**src/rtl/pir_pkg.sv**
```systemverilog
// ----------------------------------------------------------------------------
// pir_pkg
// Types and constants shared by the PCI INTx interrupt router files.
// ----------------------------------------------------------------------------
`default_nettype none

package pir_pkg;

	// Field widths of one event and one result.
	localparam int MODE_W   = 2;
	localparam int SLOT_W   = 3;
	localparam int PIN_W    = 3;
	localparam int LEVELS_W = 16;
	localparam int LINE_W   = 3;

	// Routing resources.
	localparam int PINS_PER_SLOT = 4;
	localparam int LINES         = 4;
	localparam int IRQ_W         = 5;
	localparam int COUNT_W       = 6;
	localparam int ENTRY_W       = 3;
	localparam int SWZ_W         = 48;
	localparam int SWZ_ENTRIES   = SWZ_W / ENTRY_W;

	// Configuration port.
	localparam int CFG_IDX_W  = 3;
	localparam int CFG_DATA_W = 48;

	// Event modes.
	localparam logic [MODE_W-1:0] MODE_RAISE = 2'd0;
	localparam logic [MODE_W-1:0] MODE_LOWER = 2'd1;
	localparam logic [MODE_W-1:0] MODE_CLEAR = 2'd2;

	// Register indexes.
	localparam logic [CFG_IDX_W-1:0] REG_SWZ_LO = 3'd0;
	localparam logic [CFG_IDX_W-1:0] REG_SWZ_HI = 3'd1;
	localparam logic [CFG_IDX_W-1:0] REG_IRQ_A  = 3'd2;
	localparam logic [CFG_IDX_W-1:0] REG_IRQ_B  = 3'd3;
	localparam logic [CFG_IDX_W-1:0] REG_IRQ_C  = 3'd4;
	localparam logic [CFG_IDX_W-1:0] REG_IRQ_D  = 3'd5;

	// Reset value of a route IRQ register: the line drives nothing.
	localparam logic [IRQ_W-1:0] IRQ_OFF = 5'd16;

	typedef struct packed {
		logic [MODE_W-1:0] mode;
		logic [SLOT_W-1:0] slot;
		logic [PIN_W-1:0]  int_pin;
	} event_t;

	typedef struct packed {
		logic [LEVELS_W-1:0] irq_levels;
		logic                changed;
		logic [LINE_W-1:0]   routed_line;
	} result_t;

	typedef struct packed {
		logic [SWZ_W-1:0]              swz_lo;
		logic [SWZ_W-1:0]              swz_hi;
		logic [LINES-1:0][IRQ_W-1:0]   line_irq;
	} cfg_t;

endpackage

`default_nettype wire

```
**src/rtl/pir_event_if.sv**
```systemverilog
// ----------------------------------------------------------------------------
// pir_event_if
// Valid/ready channel that carries one interrupt event.
// ----------------------------------------------------------------------------
`default_nettype none

interface pir_event_if
	import pir_pkg::*;
();
	logic              valid;
	logic              ready;
	logic [MODE_W-1:0] mode;
	logic [SLOT_W-1:0] slot;
	logic [PIN_W-1:0]  int_pin;

	modport source(output valid, output mode, output slot, output int_pin, input ready);
	modport sink(input valid, input mode, input slot, input int_pin, output ready);
endinterface

`default_nettype wire

```
**src/rtl/pir_result_if.sv**
```systemverilog
// ----------------------------------------------------------------------------
// pir_result_if
// Valid/ready channel that carries one router result.
// ----------------------------------------------------------------------------
`default_nettype none

interface pir_result_if
	import pir_pkg::*;
();
	logic                valid;
	logic                ready;
	logic [LEVELS_W-1:0] irq_levels;
	logic                changed;
	logic [LINE_W-1:0]   routed_line;

	modport source(output valid, output irq_levels, output changed, output routed_line,
		input ready);
	modport sink(input valid, input irq_levels, input changed, input routed_line,
		output ready);
endinterface

`default_nettype wire

```
**src/rtl/pci_intx_interrupt_router_top.sv**
```systemverilog
// ----------------------------------------------------------------------------
// pci_intx_interrupt_router_top
// PCI INTx router: slot pins pass through a per-slot swizzle onto four
// counted lines, which drive configurable interrupt-controller IRQs.
// ----------------------------------------------------------------------------
//
//   Channel   Direction  Handshake            Payload
//   evt       in         valid / ready        mode, slot, int_pin
//   res       out        valid / ready        irq_levels, changed, routed_line
//   cfg       in         cfg_wr_en (no wait)  cfg_index, cfg_wdata
//
// Every event passes from acceptance through the input register, then
// through the state update into the result register.
// A new event is accepted in every cycle while results are taken; the state
// update at the input register sets the throughput of one event per cycle.
// The evt ready signal drops only while the result register holds a result
// that has not been taken and the input register is full.
// Reset clears the assertion bits and counters at once, sets the swizzle
// registers to zero and every route IRQ to disabled.
// ----------------------------------------------------------------------------
`default_nettype none

module pci_intx_interrupt_router_top
	import pir_pkg::*;
#(
	parameter int SLOT_COUNT = 8
) (
	input  wire                    clk,
	input  wire                    arst_n,
	input  wire                    cfg_wr_en,
	input  wire [CFG_IDX_W-1:0]    cfg_index,
	input  wire [CFG_DATA_W-1:0]   cfg_wdata,
	pir_event_if.sink              evt,
	pir_result_if.source           res
);

	// Configuration registers. The user must write them only while the block is idle;
	// the block does not enforce this and has no interlock with events in flight.
	logic [SWZ_W-1:0]              swz_lo_q;
	logic [SWZ_W-1:0]              swz_hi_q;
	logic [LINES-1:0][IRQ_W-1:0]   line_irq_q;
	cfg_t                          cfg;

	// Input register and result register.
	event_t   evt_s1;
	logic     vld_s1;
	result_t  res_q;
	logic     res_vld_q;
	result_t  core_res;
	logic     adv;
	logic     evt_acc;

	always_ff @(posedge clk or negedge arst_n) begin
		if (!arst_n) begin
			swz_lo_q   <= '0;
			swz_hi_q   <= '0;
			line_irq_q <= {LINES{IRQ_OFF}};
		end else if (cfg_wr_en) begin
			case (cfg_index)
				REG_SWZ_LO: swz_lo_q      <= cfg_wdata[SWZ_W-1:0];
				REG_SWZ_HI: swz_hi_q      <= cfg_wdata[SWZ_W-1:0];
				REG_IRQ_A:  line_irq_q[0] <= cfg_wdata[IRQ_W-1:0];
				REG_IRQ_B:  line_irq_q[1] <= cfg_wdata[IRQ_W-1:0];
				REG_IRQ_C:  line_irq_q[2] <= cfg_wdata[IRQ_W-1:0];
				REG_IRQ_D:  line_irq_q[3] <= cfg_wdata[IRQ_W-1:0];
				default: begin
				end
			endcase
		end
	end

	assign cfg.swz_lo   = swz_lo_q;
	assign cfg.swz_hi   = swz_hi_q;
	assign cfg.line_irq = line_irq_q;

	// The event in the input register moves on whenever the result register
	// is empty or its result is being taken in the same cycle. The state is
	// updated at that same edge, so the next event sees it right away.
	assign adv       = vld_s1 && (!res_vld_q || res.ready);
	assign evt.ready = !vld_s1 || adv;
	assign evt_acc   = evt.valid && evt.ready;

	always_ff @(posedge clk or negedge arst_n) begin
		if (!arst_n) begin
			vld_s1 <= 1'b0;
		end else if (evt_acc) begin
			vld_s1 <= 1'b1;
		end else if (adv) begin
			vld_s1 <= 1'b0;
		end
	end

	always_ff @(posedge clk) begin
		if (evt_acc) begin
			evt_s1.mode    <= evt.mode;
			evt_s1.slot    <= evt.slot;
			evt_s1.int_pin <= evt.int_pin;
		end
	end

	pir_state #(
		.SLOT_COUNT(SLOT_COUNT)
	) u_state (
		.clk    (clk),
		.arst_n (arst_n),
		.upd_en (adv),
		.evt    (evt_s1),
		.cfg    (cfg),
		.result (core_res)
	);

	always_ff @(posedge clk or negedge arst_n) begin
		if (!arst_n) begin
			res_vld_q <= 1'b0;
		end else if (adv) begin
			res_vld_q <= 1'b1;
		end else if (res.ready) begin
			res_vld_q <= 1'b0;
		end
	end

	always_ff @(posedge clk) begin
		if (adv) begin
			res_q <= core_res;
		end
	end

	assign res.valid       = res_vld_q;
	assign res.irq_levels  = res_q.irq_levels;
	assign res.changed     = res_q.changed;
	assign res.routed_line = res_q.routed_line;

`ifndef ASSERT_OFF
	// A result that names a routed line always reports a state change.
	a_line_implies_change: assert property (@(posedge clk) disable iff (!arst_n)
		res.valid |-> (res.routed_line == '0 || res.changed))
		else $error("routed line reported without a state change");

	// The routed line is never beyond line D.
	a_line_range: assert property (@(posedge clk) disable iff (!arst_n)
		res.valid |-> (res.routed_line <= 3'd4))
		else $error("routed line out of range");

	// A clear-all leaves every line idle, so no IRQ is driven and no line named.
	a_clear_levels: assert property (@(posedge clk) disable iff (!arst_n)
		(adv && evt_s1.mode == MODE_CLEAR) |=>
		(res.irq_levels == '0 && res.routed_line == '0))
		else $error("clear-all left an IRQ level or routed line set");

	// An event held in the input register is not overwritten while it waits.
	a_s1_hold: assert property (@(posedge clk) disable iff (!arst_n)
		(vld_s1 && !adv) |=> (vld_s1 && $stable(evt_s1)))
		else $error("waiting event in the input register was lost or changed");
`endif

endmodule

`default_nettype wire

```
**src/rtl/pir_state.sv**
```systemverilog
// ----------------------------------------------------------------------------
// pir_state
// Source assertion bits, per-line counters and the IRQ level decode.
// ----------------------------------------------------------------------------
`default_nettype none

module pir_state
	import pir_pkg::*;
#(
	parameter int SLOT_COUNT = 8
) (
	input  wire     clk,
	input  wire     arst_n,
	input  wire     upd_en,
	input  event_t  evt,
	input  cfg_t    cfg,
	output result_t result
);

	localparam int SRC_W = SLOT_COUNT * PINS_PER_SLOT;

	logic [SRC_W-1:0]                src_q;
	logic [SRC_W-1:0]                src_d;
	logic [LINES-1:0][COUNT_W-1:0]   cnt_q;
	logic [LINES-1:0][COUNT_W-1:0]   cnt_d;

	logic [PIN_W-1:0]         pin_dec;
	logic [1:0]               pin_idx;
	logic [SLOT_W+1:0]        src_idx;
	logic [SRC_W-1:0]         src_hit;
	logic                     src_set;
	logic                     slot_ok;
	logic                     pin_ok;
	logic [SWZ_W-1:0]         swz_sel;
	logic [ENTRY_W-1:0]       swz_ent [SWZ_ENTRIES];
	logic [ENTRY_W-1:0]       ent;
	logic [LINE_W-1:0]        route;
	logic [1:0]               line_idx;
	logic                     changed;
	logic [LINE_W-1:0]        line;
	logic [LEVELS_W-1:0]      levels;

	always_comb begin
		pin_dec = evt.int_pin - 3'd1;
		pin_idx = pin_dec[1:0];
		src_idx = {evt.slot, pin_idx};
		for (int i = 0; i < SRC_W; i++) begin
			src_hit[i] = (src_idx == (SLOT_W+2)'(i));
		end
		src_set = |(src_q & src_hit);
		slot_ok = ({1'b0, evt.slot} < (SLOT_W+1)'(SLOT_COUNT));
		pin_ok  = evt.int_pin inside {[3'd1:3'd4]};

		// Swizzle lookup: an entry outside 1..4 falls back to the pin itself.
		swz_sel = evt.slot[2] ? cfg.swz_hi : cfg.swz_lo;
		for (int k = 0; k < SWZ_ENTRIES; k++) begin
			swz_ent[k] = swz_sel[ENTRY_W*k +: ENTRY_W];
		end
		ent = swz_ent[{evt.slot[1:0], pin_idx}];
		if (ent inside {[3'd1:3'd4]}) begin
			route = ent;
		end else begin
			route = evt.int_pin;
		end
		line_idx = 2'(route - 3'd1);

		src_d   = src_q;
		cnt_d   = cnt_q;
		changed = 1'b0;
		line    = '0;
		case (evt.mode)
			MODE_CLEAR: begin
				changed = (|src_q) || (|cnt_q);
				src_d   = '0;
				cnt_d   = '0;
			end
			MODE_RAISE: begin
				if (slot_ok && pin_ok && !src_set) begin
					src_d           = src_q | src_hit;
					cnt_d[line_idx] = cnt_q[line_idx] + COUNT_W'(1);
					changed         = 1'b1;
					line            = route;
				end
			end
			MODE_LOWER: begin
				if (slot_ok && pin_ok && src_set) begin
					src_d = src_q & ~src_hit;
					if (cnt_q[line_idx] != '0) begin
						cnt_d[line_idx] = cnt_q[line_idx] - COUNT_W'(1);
					end
					changed = 1'b1;
					line    = route;
				end
			end
			default: begin
				changed = 1'b0;
			end
		endcase

		// Lines that share an IRQ are ORed together.
		levels = '0;
		for (int n = 0; n < LINES; n++) begin
			if (!cfg.line_irq[n][IRQ_W-1] && cnt_d[n] != '0) begin
				levels[cfg.line_irq[n][IRQ_W-2:0]] = 1'b1;
			end
		end

		result.irq_levels  = levels;
		result.changed     = changed;
		result.routed_line = line;
	end

	always_ff @(posedge clk or negedge arst_n) begin
		if (!arst_n) begin
			src_q <= '0;
			cnt_q <= '0;
		end else if (upd_en) begin
			src_q <= src_d;
			cnt_q <= cnt_d;
		end
	end

endmodule

`default_nettype wire

```
**src/flat_wrapper.sv**
```systemverilog
// flat-port wrapper written by rule: the top's interface ports become plain ports
module pci_intx_interrupt_router_top_flat import pir_pkg::*;
#(
	parameter int SLOT_COUNT = 8
)
  (clk, arst_n, cfg_wr_en, cfg_index, cfg_wdata, evt_valid, evt_mode, evt_slot, evt_int_pin, evt_ready, res_valid, res_irq_levels, res_changed, res_routed_line, res_ready);
  pir_event_if evt_i ();
  pir_result_if res_i ();
  input  wire clk;
  input  wire arst_n;
  input  wire cfg_wr_en;
  input  wire [CFG_IDX_W-1:0] cfg_index;
  input  wire [CFG_DATA_W-1:0] cfg_wdata;
  input wire logic [$bits(evt_i.valid)-1:0] evt_valid;
  input wire logic [$bits(evt_i.mode)-1:0] evt_mode;
  input wire logic [$bits(evt_i.slot)-1:0] evt_slot;
  input wire logic [$bits(evt_i.int_pin)-1:0] evt_int_pin;
  output wire logic [$bits(evt_i.ready)-1:0] evt_ready;
  output wire logic [$bits(res_i.valid)-1:0] res_valid;
  output wire logic [$bits(res_i.irq_levels)-1:0] res_irq_levels;
  output wire logic [$bits(res_i.changed)-1:0] res_changed;
  output wire logic [$bits(res_i.routed_line)-1:0] res_routed_line;
  input wire logic [$bits(res_i.ready)-1:0] res_ready;
  assign evt_i.valid = evt_valid;
  assign evt_i.mode = evt_mode;
  assign evt_i.slot = evt_slot;
  assign evt_i.int_pin = evt_int_pin;
  assign evt_ready = evt_i.ready;
  assign res_valid = res_i.valid;
  assign res_irq_levels = res_i.irq_levels;
  assign res_changed = res_i.changed;
  assign res_routed_line = res_i.routed_line;
  assign res_i.ready = res_ready;
  pci_intx_interrupt_router_top #(.SLOT_COUNT(SLOT_COUNT)) u_core (.clk(clk), .arst_n(arst_n), .cfg_wr_en(cfg_wr_en), .cfg_index(cfg_index), .cfg_wdata(cfg_wdata), .evt(evt_i), .res(res_i));
endmodule
```
**config.mk**
```make
export PLATFORM = sky130hd
export DESIGN_NAME = pci_intx_interrupt_router_top_flat
export DESIGN_NICKNAME = d
export VERILOG_FILES = /design/src/rtl/pir_pkg.sv /design/src/rtl/pir_event_if.sv /design/src/rtl/pir_result_if.sv /design/src/rtl/pci_intx_interrupt_router_top.sv /design/src/rtl/pir_state.sv /design/src/flat_wrapper.sv
export SDC_FILE = /design/constraint.sdc
export NUM_CORES = 1
export LEC_CHECK = 0
export BUFFER_PORTS_ARGS = -buffer_cell sky130_fd_sc_hd__buf_4
export CAP_MARGIN = 20
export CORE_AREA = 2 2 138 140
export CTS_CLUSTER_DIAMETER = 50
export CTS_CLUSTER_SIZE = 16
export DETAILED_ROUTE_END_ITERATION = 7
export DIE_AREA = 0 0 140 142
export GPL_TIMING_DRIVEN = 1
export PLACE_DENSITY_LB_ADDON = 0.08
export SYNTH_ARGS = -nofsm -noshare
export SYNTH_HDL_FRONTEND = slang
export SYNTH_SLANG_ARGS = --single-unit
export TNS_END_PERCENT = 1
```
**constraint.sdc**
```tcl
create_clock -name clk -period 9.7 [get_ports clk]
set_clock_uncertainty 0.1 [all_clocks]
set_input_delay 2.425 -clock clk [delete_from_list [all_inputs] [get_ports clk]]
set_output_delay 2.425 -clock clk [all_outputs]
set_load 0.03 [all_outputs]
```
# --- Yosys cells after proc, flatten, opt, wreduce, memory -nomap -nowiden ---
# Index checks and enable logic that the tools add are counted.
word_totals:
  register_bits: 202
  inputBits: 64
  word_cells: 172
classes:
  add_sub_neg: 4
  magnitude_cmp: 15
  eq_ne: 40
  n_mux: 40
  bitwise: 8
  n_reduce_logical: 46
op_table:
  columns: ["operator", "n"]
  rows:
  - ["one-hot mux 32 bit (3 select lines)", 1]
  - ["equality test 5 bit, second input constant", 16]
  - ["2-to-1 mux 24 bit", 3]
  - ["one-hot mux 24 bit (3 select lines)", 1]
  - ["AND 32 bit", 2]
  - ["2-to-1 mux 16 bit", 4]
  - ["2-to-1 mux 32 bit", 2]
  - ["OR reduction 32 bit", 2]
  - ["bitwise mux 24 bit", 2]
  - ["2-to-1 mux 48 bit", 1]
  - ["bitwise OR 16 bit", 3]
  - ["equality test 5 x 4 -> 1 bit, second input constant", 8]
  - ["inverter 32 bit", 1]
  - ["bitwise OR 32 bit", 1]
  - ["nonzero test 6 bit", 5]
  - ["OR reduction 24 bit", 1]
  - ["equality test 5 x 3 -> 1 bit, second input constant", 4]
  - ["< comparator 4 x 5 -> 1 bit, second input constant", 4]
  - ["demux 1 bit (select 4 bit)", 4]
  - ["greater-or-equal comparator 4 x 1 -> 1 bit, second input constant", 4]
  - ["logical AND 1 bit", 15]
  - ["2-to-1 mux 3 bit", 5]
  - ["binary-select mux 3 bit (select 4 bit)", 1]
  - ["binary-select mux 6 bit (select 2 bit)", 1]
  - ["other kinds (31)", 62]

# --- Logic depth before layout (Yosys ltp) ---
depth:
  depth_word: 26
  ltp_mapped: 34
  depth_no_buf: 26

# --- Cells and area by module ---
# From an unflattened synthesis, not the netlist that was laid out.
hier_totals:
  hier_cells: 1160
  area_unflattened_um2: 12139.1
by_module_without_submodules:
  columns: ["mod", "n_inst", "cells_each", "area_each_um2", "seq_area_each_um2"]
  rows:
  - ["pir_state", 1, 876, 6757.7, 1401.3]
  - ["pci_intx_interrupt_router_top", 1, 284, 5381.4, 3798.6]

# --- Worst setup path before layout ---
# Ideal clock, no wire load.
synth_path:
  kind: "reg2reg"
  startpoint: "register u_core.evt_s1[0] (netlist bit)"
  endpoint: "register u_core.res_q (netlist bit u_core.res.irq_levels[2]), data pin"
  setup_ns: 0.275
  arrival_ns: 6.139
  slack_ns: 3.185
  stages_incl_launch_ff: 33
  path_buffers: 9
  path_cell_list: "edfxtp_1 -> buf_6 -> buf_12 -> buf_6 -> inv_1 -> ha_1 -> nor2b_1 -> buf_2 -> a22oi_1 -> nand3_1 -> and4_1 -> clkbuf_1 -> clkbuf_1 -> o21ai_0 -> nand2_1 -> nand2_1 -> o21ai_0 -> inv_1 -> ha_1 -> clkbuf_1 -> a221oi_1 -> o22ai_1 -> buf_4 -> ha_1 -> nand2_1 -> o22a_1 -> a32o_1 -> a221oi_2 -> nand4_1 -> nor4b_4 -> buf_6 -> a2bb2oi_1 -> o221ai_1"
synth_lines:
  columns: ["item", "line_no", "text"]
  rows:
  - ["start: declaration", "pci_intx_interrupt_router_top.sv:45", "event_t evt_s1;"]
  - ["end signal: assignment", "pci_intx_interrupt_router_top.sv:124", "res_q <= core_res;"]
  - ["end: declaration", "pci_intx_interrupt_router_top.sv:47", "result_t res_q;"]

==> flow_summary.json <==
{
  "multi_input_area_mm2": 0.00613,
  "drive_gt1_share_pct": 25.1,
  "drc": 3,
  "ys_types": 92,
  "grt_max_degree": 72,
  "ys.flop_type": "dfrtp_1",
  "fin_hold_ws_ps": 408,
  "setup_viol": 0,
  "ctsResizeCount": 0,
  "total_leakage_power_uw": 0.00564,
  "grt_setup_unrepaired": "no",
  "die_w_um": 140,
  "synthArstFlopShare_pct": 86.1,
  "cts-buffers-inserted": 24,
  "grt_pass1_vias": 9905,
  "crit_buf_inv": 5,
  "initial_utilization_pct": 64.1,
  "cts_setup_buffers": 0,
  "fin_ws_ps": 1850,
  "cpMaxStageDelayCell": "nor4b_4",
  "status": "finished, violations left",
  "area_growth_pct": 13.3,
  "syn_inst": 1146,
  "antenna_cells": 0,
  "die_y_um": 142,
  "hp-class": "reg -> reg",
  "antenna_found_initial": 0,
  "path_class": "reg -> reg",
  "vias": 10100,
  "maxCapViolations": 0,
  "grt_pass1_wl_mm": 55.7,
  "via_per_inst": 6.96,
  "critical_path_required_ps": 9870,
  "crit_family": "simple AND/OR/NAND/NOR gates",
  "finalHoldViolCount": 0,
  "clk_path_buf_depth": 3,
  "clock-sinks": 202,
  "cp-end-kind": "flop",
  "syn_nets": 1219,
  "path_common_cell": "ha_1",
  "fin_area_mm2": 0.0134,
  "firstDrtPassIters": 8,
  "finalNetCount": 1277,
  "fp.coreArea_mm2": 0.0185,
  "drtAntennaViolNets": 0,
  "synth_edf_count": 28,
  "crit_fanout": 16,
  "min_period_over_period_pct": 80.9,
  "vdd_drop_max_mv": 0.176,
  "timing.fmax_mhz": 127,
  "finalCriticalPeriod_ps": 7850,
  "ctsHoldBuffers": 0,
  "worst_pin_slew_ps": 1040,
  "htreeDepth": 1,
  "gp_congestion": 1.02,
  "first_iter_violations": 1217,
  "cpPeakStageDelay_ps": 840,
  "row_count": 50,
  "seq_area_frac_synth_pct": 44.0,
  "drv_slew": 0,
  "dpl_cell_area_mm2": 0.0125,
  "grt_use_total_pct": 35.6,
  "violations": "design-rule violations",
  "layout_commonest_cell": "dfrtp_1",
  "fill_cells": 1254,
  "power_uw": 3400,
  "tritoncts": "built",
  "clk_pin_slew_worst_paths_ps": 70,
  "avgSynthCellArea_um2": 10.3,
  "io_buffer_count": 85,
  "relSlewSlack_pct": 30.8,
  "cellPowerDensity_mw_per_mm2": 254,
  "clock_latency_ps": 540,
  "post-place-ws_ps": 2090,
  "synth_area_mm2": 0.0118,
  "io_pins": 86,
  "yosysWarnings": 0,
  "critPathArrivalTime_ps": 8020,
  "die-area_mm2": 0.0199,
  "clockRootBuffer": "clkbuf_16",
  "wl_per_cell_um": 24.5,
  "grt-ovfl-total": 0,
  "final_cell_mix": "170 x dfrtp_1, 142 x nand2_1, 117 x mux2_2, 98 x buf_4, 77 x o21ai_0",
  "cp_cell_sequence": "inv_1 -> ha_1 -> nor2b_1 -> a22oi_1 -> and3_1 -> a31oi_1 -> and3_1 -> xor2_4 -> o21ai_4 -> ha_1 -> inv_2 -> o221a_2 -> o22ai_1 -> buf_4 -> clkinv_1 -> ha_1 -> inv_1 -> o21ai_0 -> o211a_1 -> a311oi_1 -> nand4_1 -> nor4b_4 -> a2bb2oi_1 -> o221ai_1",
  "setup_tns_ps": 0,
  "seq_area_mm2": 0.00520,
  "routed_wl_mm": 35.6,
  "synth.ff_latch_count": 202,
  "detailed_place_hpwl_mm": 24.5,
  "startpoint_type": "flop"
}
worst register-to-register path: cells and delay by family (launching register included):
family                     cells  cell delay (ps)
xor gates and xnor gates       1              340
and+or+nand+nor                5             2420
AOI/OAI and AO/OA             10             1980
adders and majority gates      3             1270
buffers and inverters          5             1090
DFF                            1              390
metrics by stage:
step	utilization, %	std cells
after global placement	67.8	1410
final	72.6	1455
after floorplan	-	1146
after detailed placement	67.8	1410
after global routing	72.6	1455
after CTS	72.5	1453
area by class of cell:
type / count / share of cell area, %
Multi-Input combinational cell: 836 / 45.8
Sequential cell: 202 / 38.8
Timing Repair Buffer: 101 / 5.72
Clock buffer: 25 / 4.67
Tap cell: 234 / 2.18
Clock inverter: 18 / 1.76
Inverter: 39 / 1.09
logic make-up after synthesis:
kind of cell             after synthesis  share of synthesized area (%)
AND/OR/NAND/NOR                      328                           13.7
AO/OA/AOI/OAI                        306                           18.7
buffers and inverters                108                           4.23
multiplexers                         185                           17.6
XOR/XNOR                               8                          0.815
flip-flops                           202                           44.0
adder cells (fa/ha/maj)                9                          0.952
power by group:
group | switching (uW) | internal (uW) | leakage [uW]
clock | 414 | 546 | 0.000415
sequential | 178 | 1040 | 0.00232
combinational | 751 | 470 | 0.00290
flip-flops by register name, indices dropped and copies added (netlist names), 3 cells and up:
register,flops
u_core.swz_hi_q,48
u_core.swz_lo_q,48
u_core.u_state.src_q,32
u_core.u_state.cnt_q,24
u_core.cfg,20
u_core.res.irq_levels,16
u_core.evt_s1,8
u_core.res.routed_line,3
metal layers:
layer / GRT usage (%) / wire [um] / vias to the layer above
li1: - / - / 4447
met1: 47.4 / 14000 / 4934
met2: 57.5 / 16700 / 612
met3: 5.89 / 3020 / 141
met4: 17.5 / 1830 / 0
met5: 0 / 0 / -
cells in the mapped netlist (11+ instances only):
cell | count | area share, %
a211oi_1 | 16 | 1.0
a21oi_1 | 23 | 0.97
a22oi_1 | 47 | 3.0
and2_1 | 11 | 0.58
clkbuf_1 | 48 | 1.5
dfrtp_1 | 170 | 36
edfxtp_1 | 28 | 7.1
inv_1 | 35 | 1.1
mux2_2 | 117 | 11
mux2i_1 | 62 | 5.2
nand2_1 | 142 | 4.5
nand2b_1 | 11 | 0.58
nand3_1 | 30 | 1.3
nand4_1 | 11 | 0.58
nor2_1 | 46 | 1.5
nor2b_1 | 12 | 0.63
nor3_1 | 11 | 0.47
nor4_1 | 15 | 0.79
o21ai_0 | 77 | 3.3
o221ai_1 | 19 | 1.4
final timing paths:
kind                             startpoint                        end  slack (ps)  cells after the start
min                           u_core.vld_s1           u_core.res.valid         410                      1
max                        u_core.evt_s1[0]  u_core.res.irq_levels[10]        1850                     24
max in group asynchronous            arst_n    u_core.u_state.cnt_q[3]        5820                      3
min reg2reg                   u_core.vld_s1           u_core.res.valid         410                      1
max reg2reg                u_core.evt_s1[0]  u_core.res.irq_levels[10]        1850                     24
min in group asynchronous            arst_n    u_core.u_state.src_q[4]        1740                      1
Power figures use the tool's default switching activity.
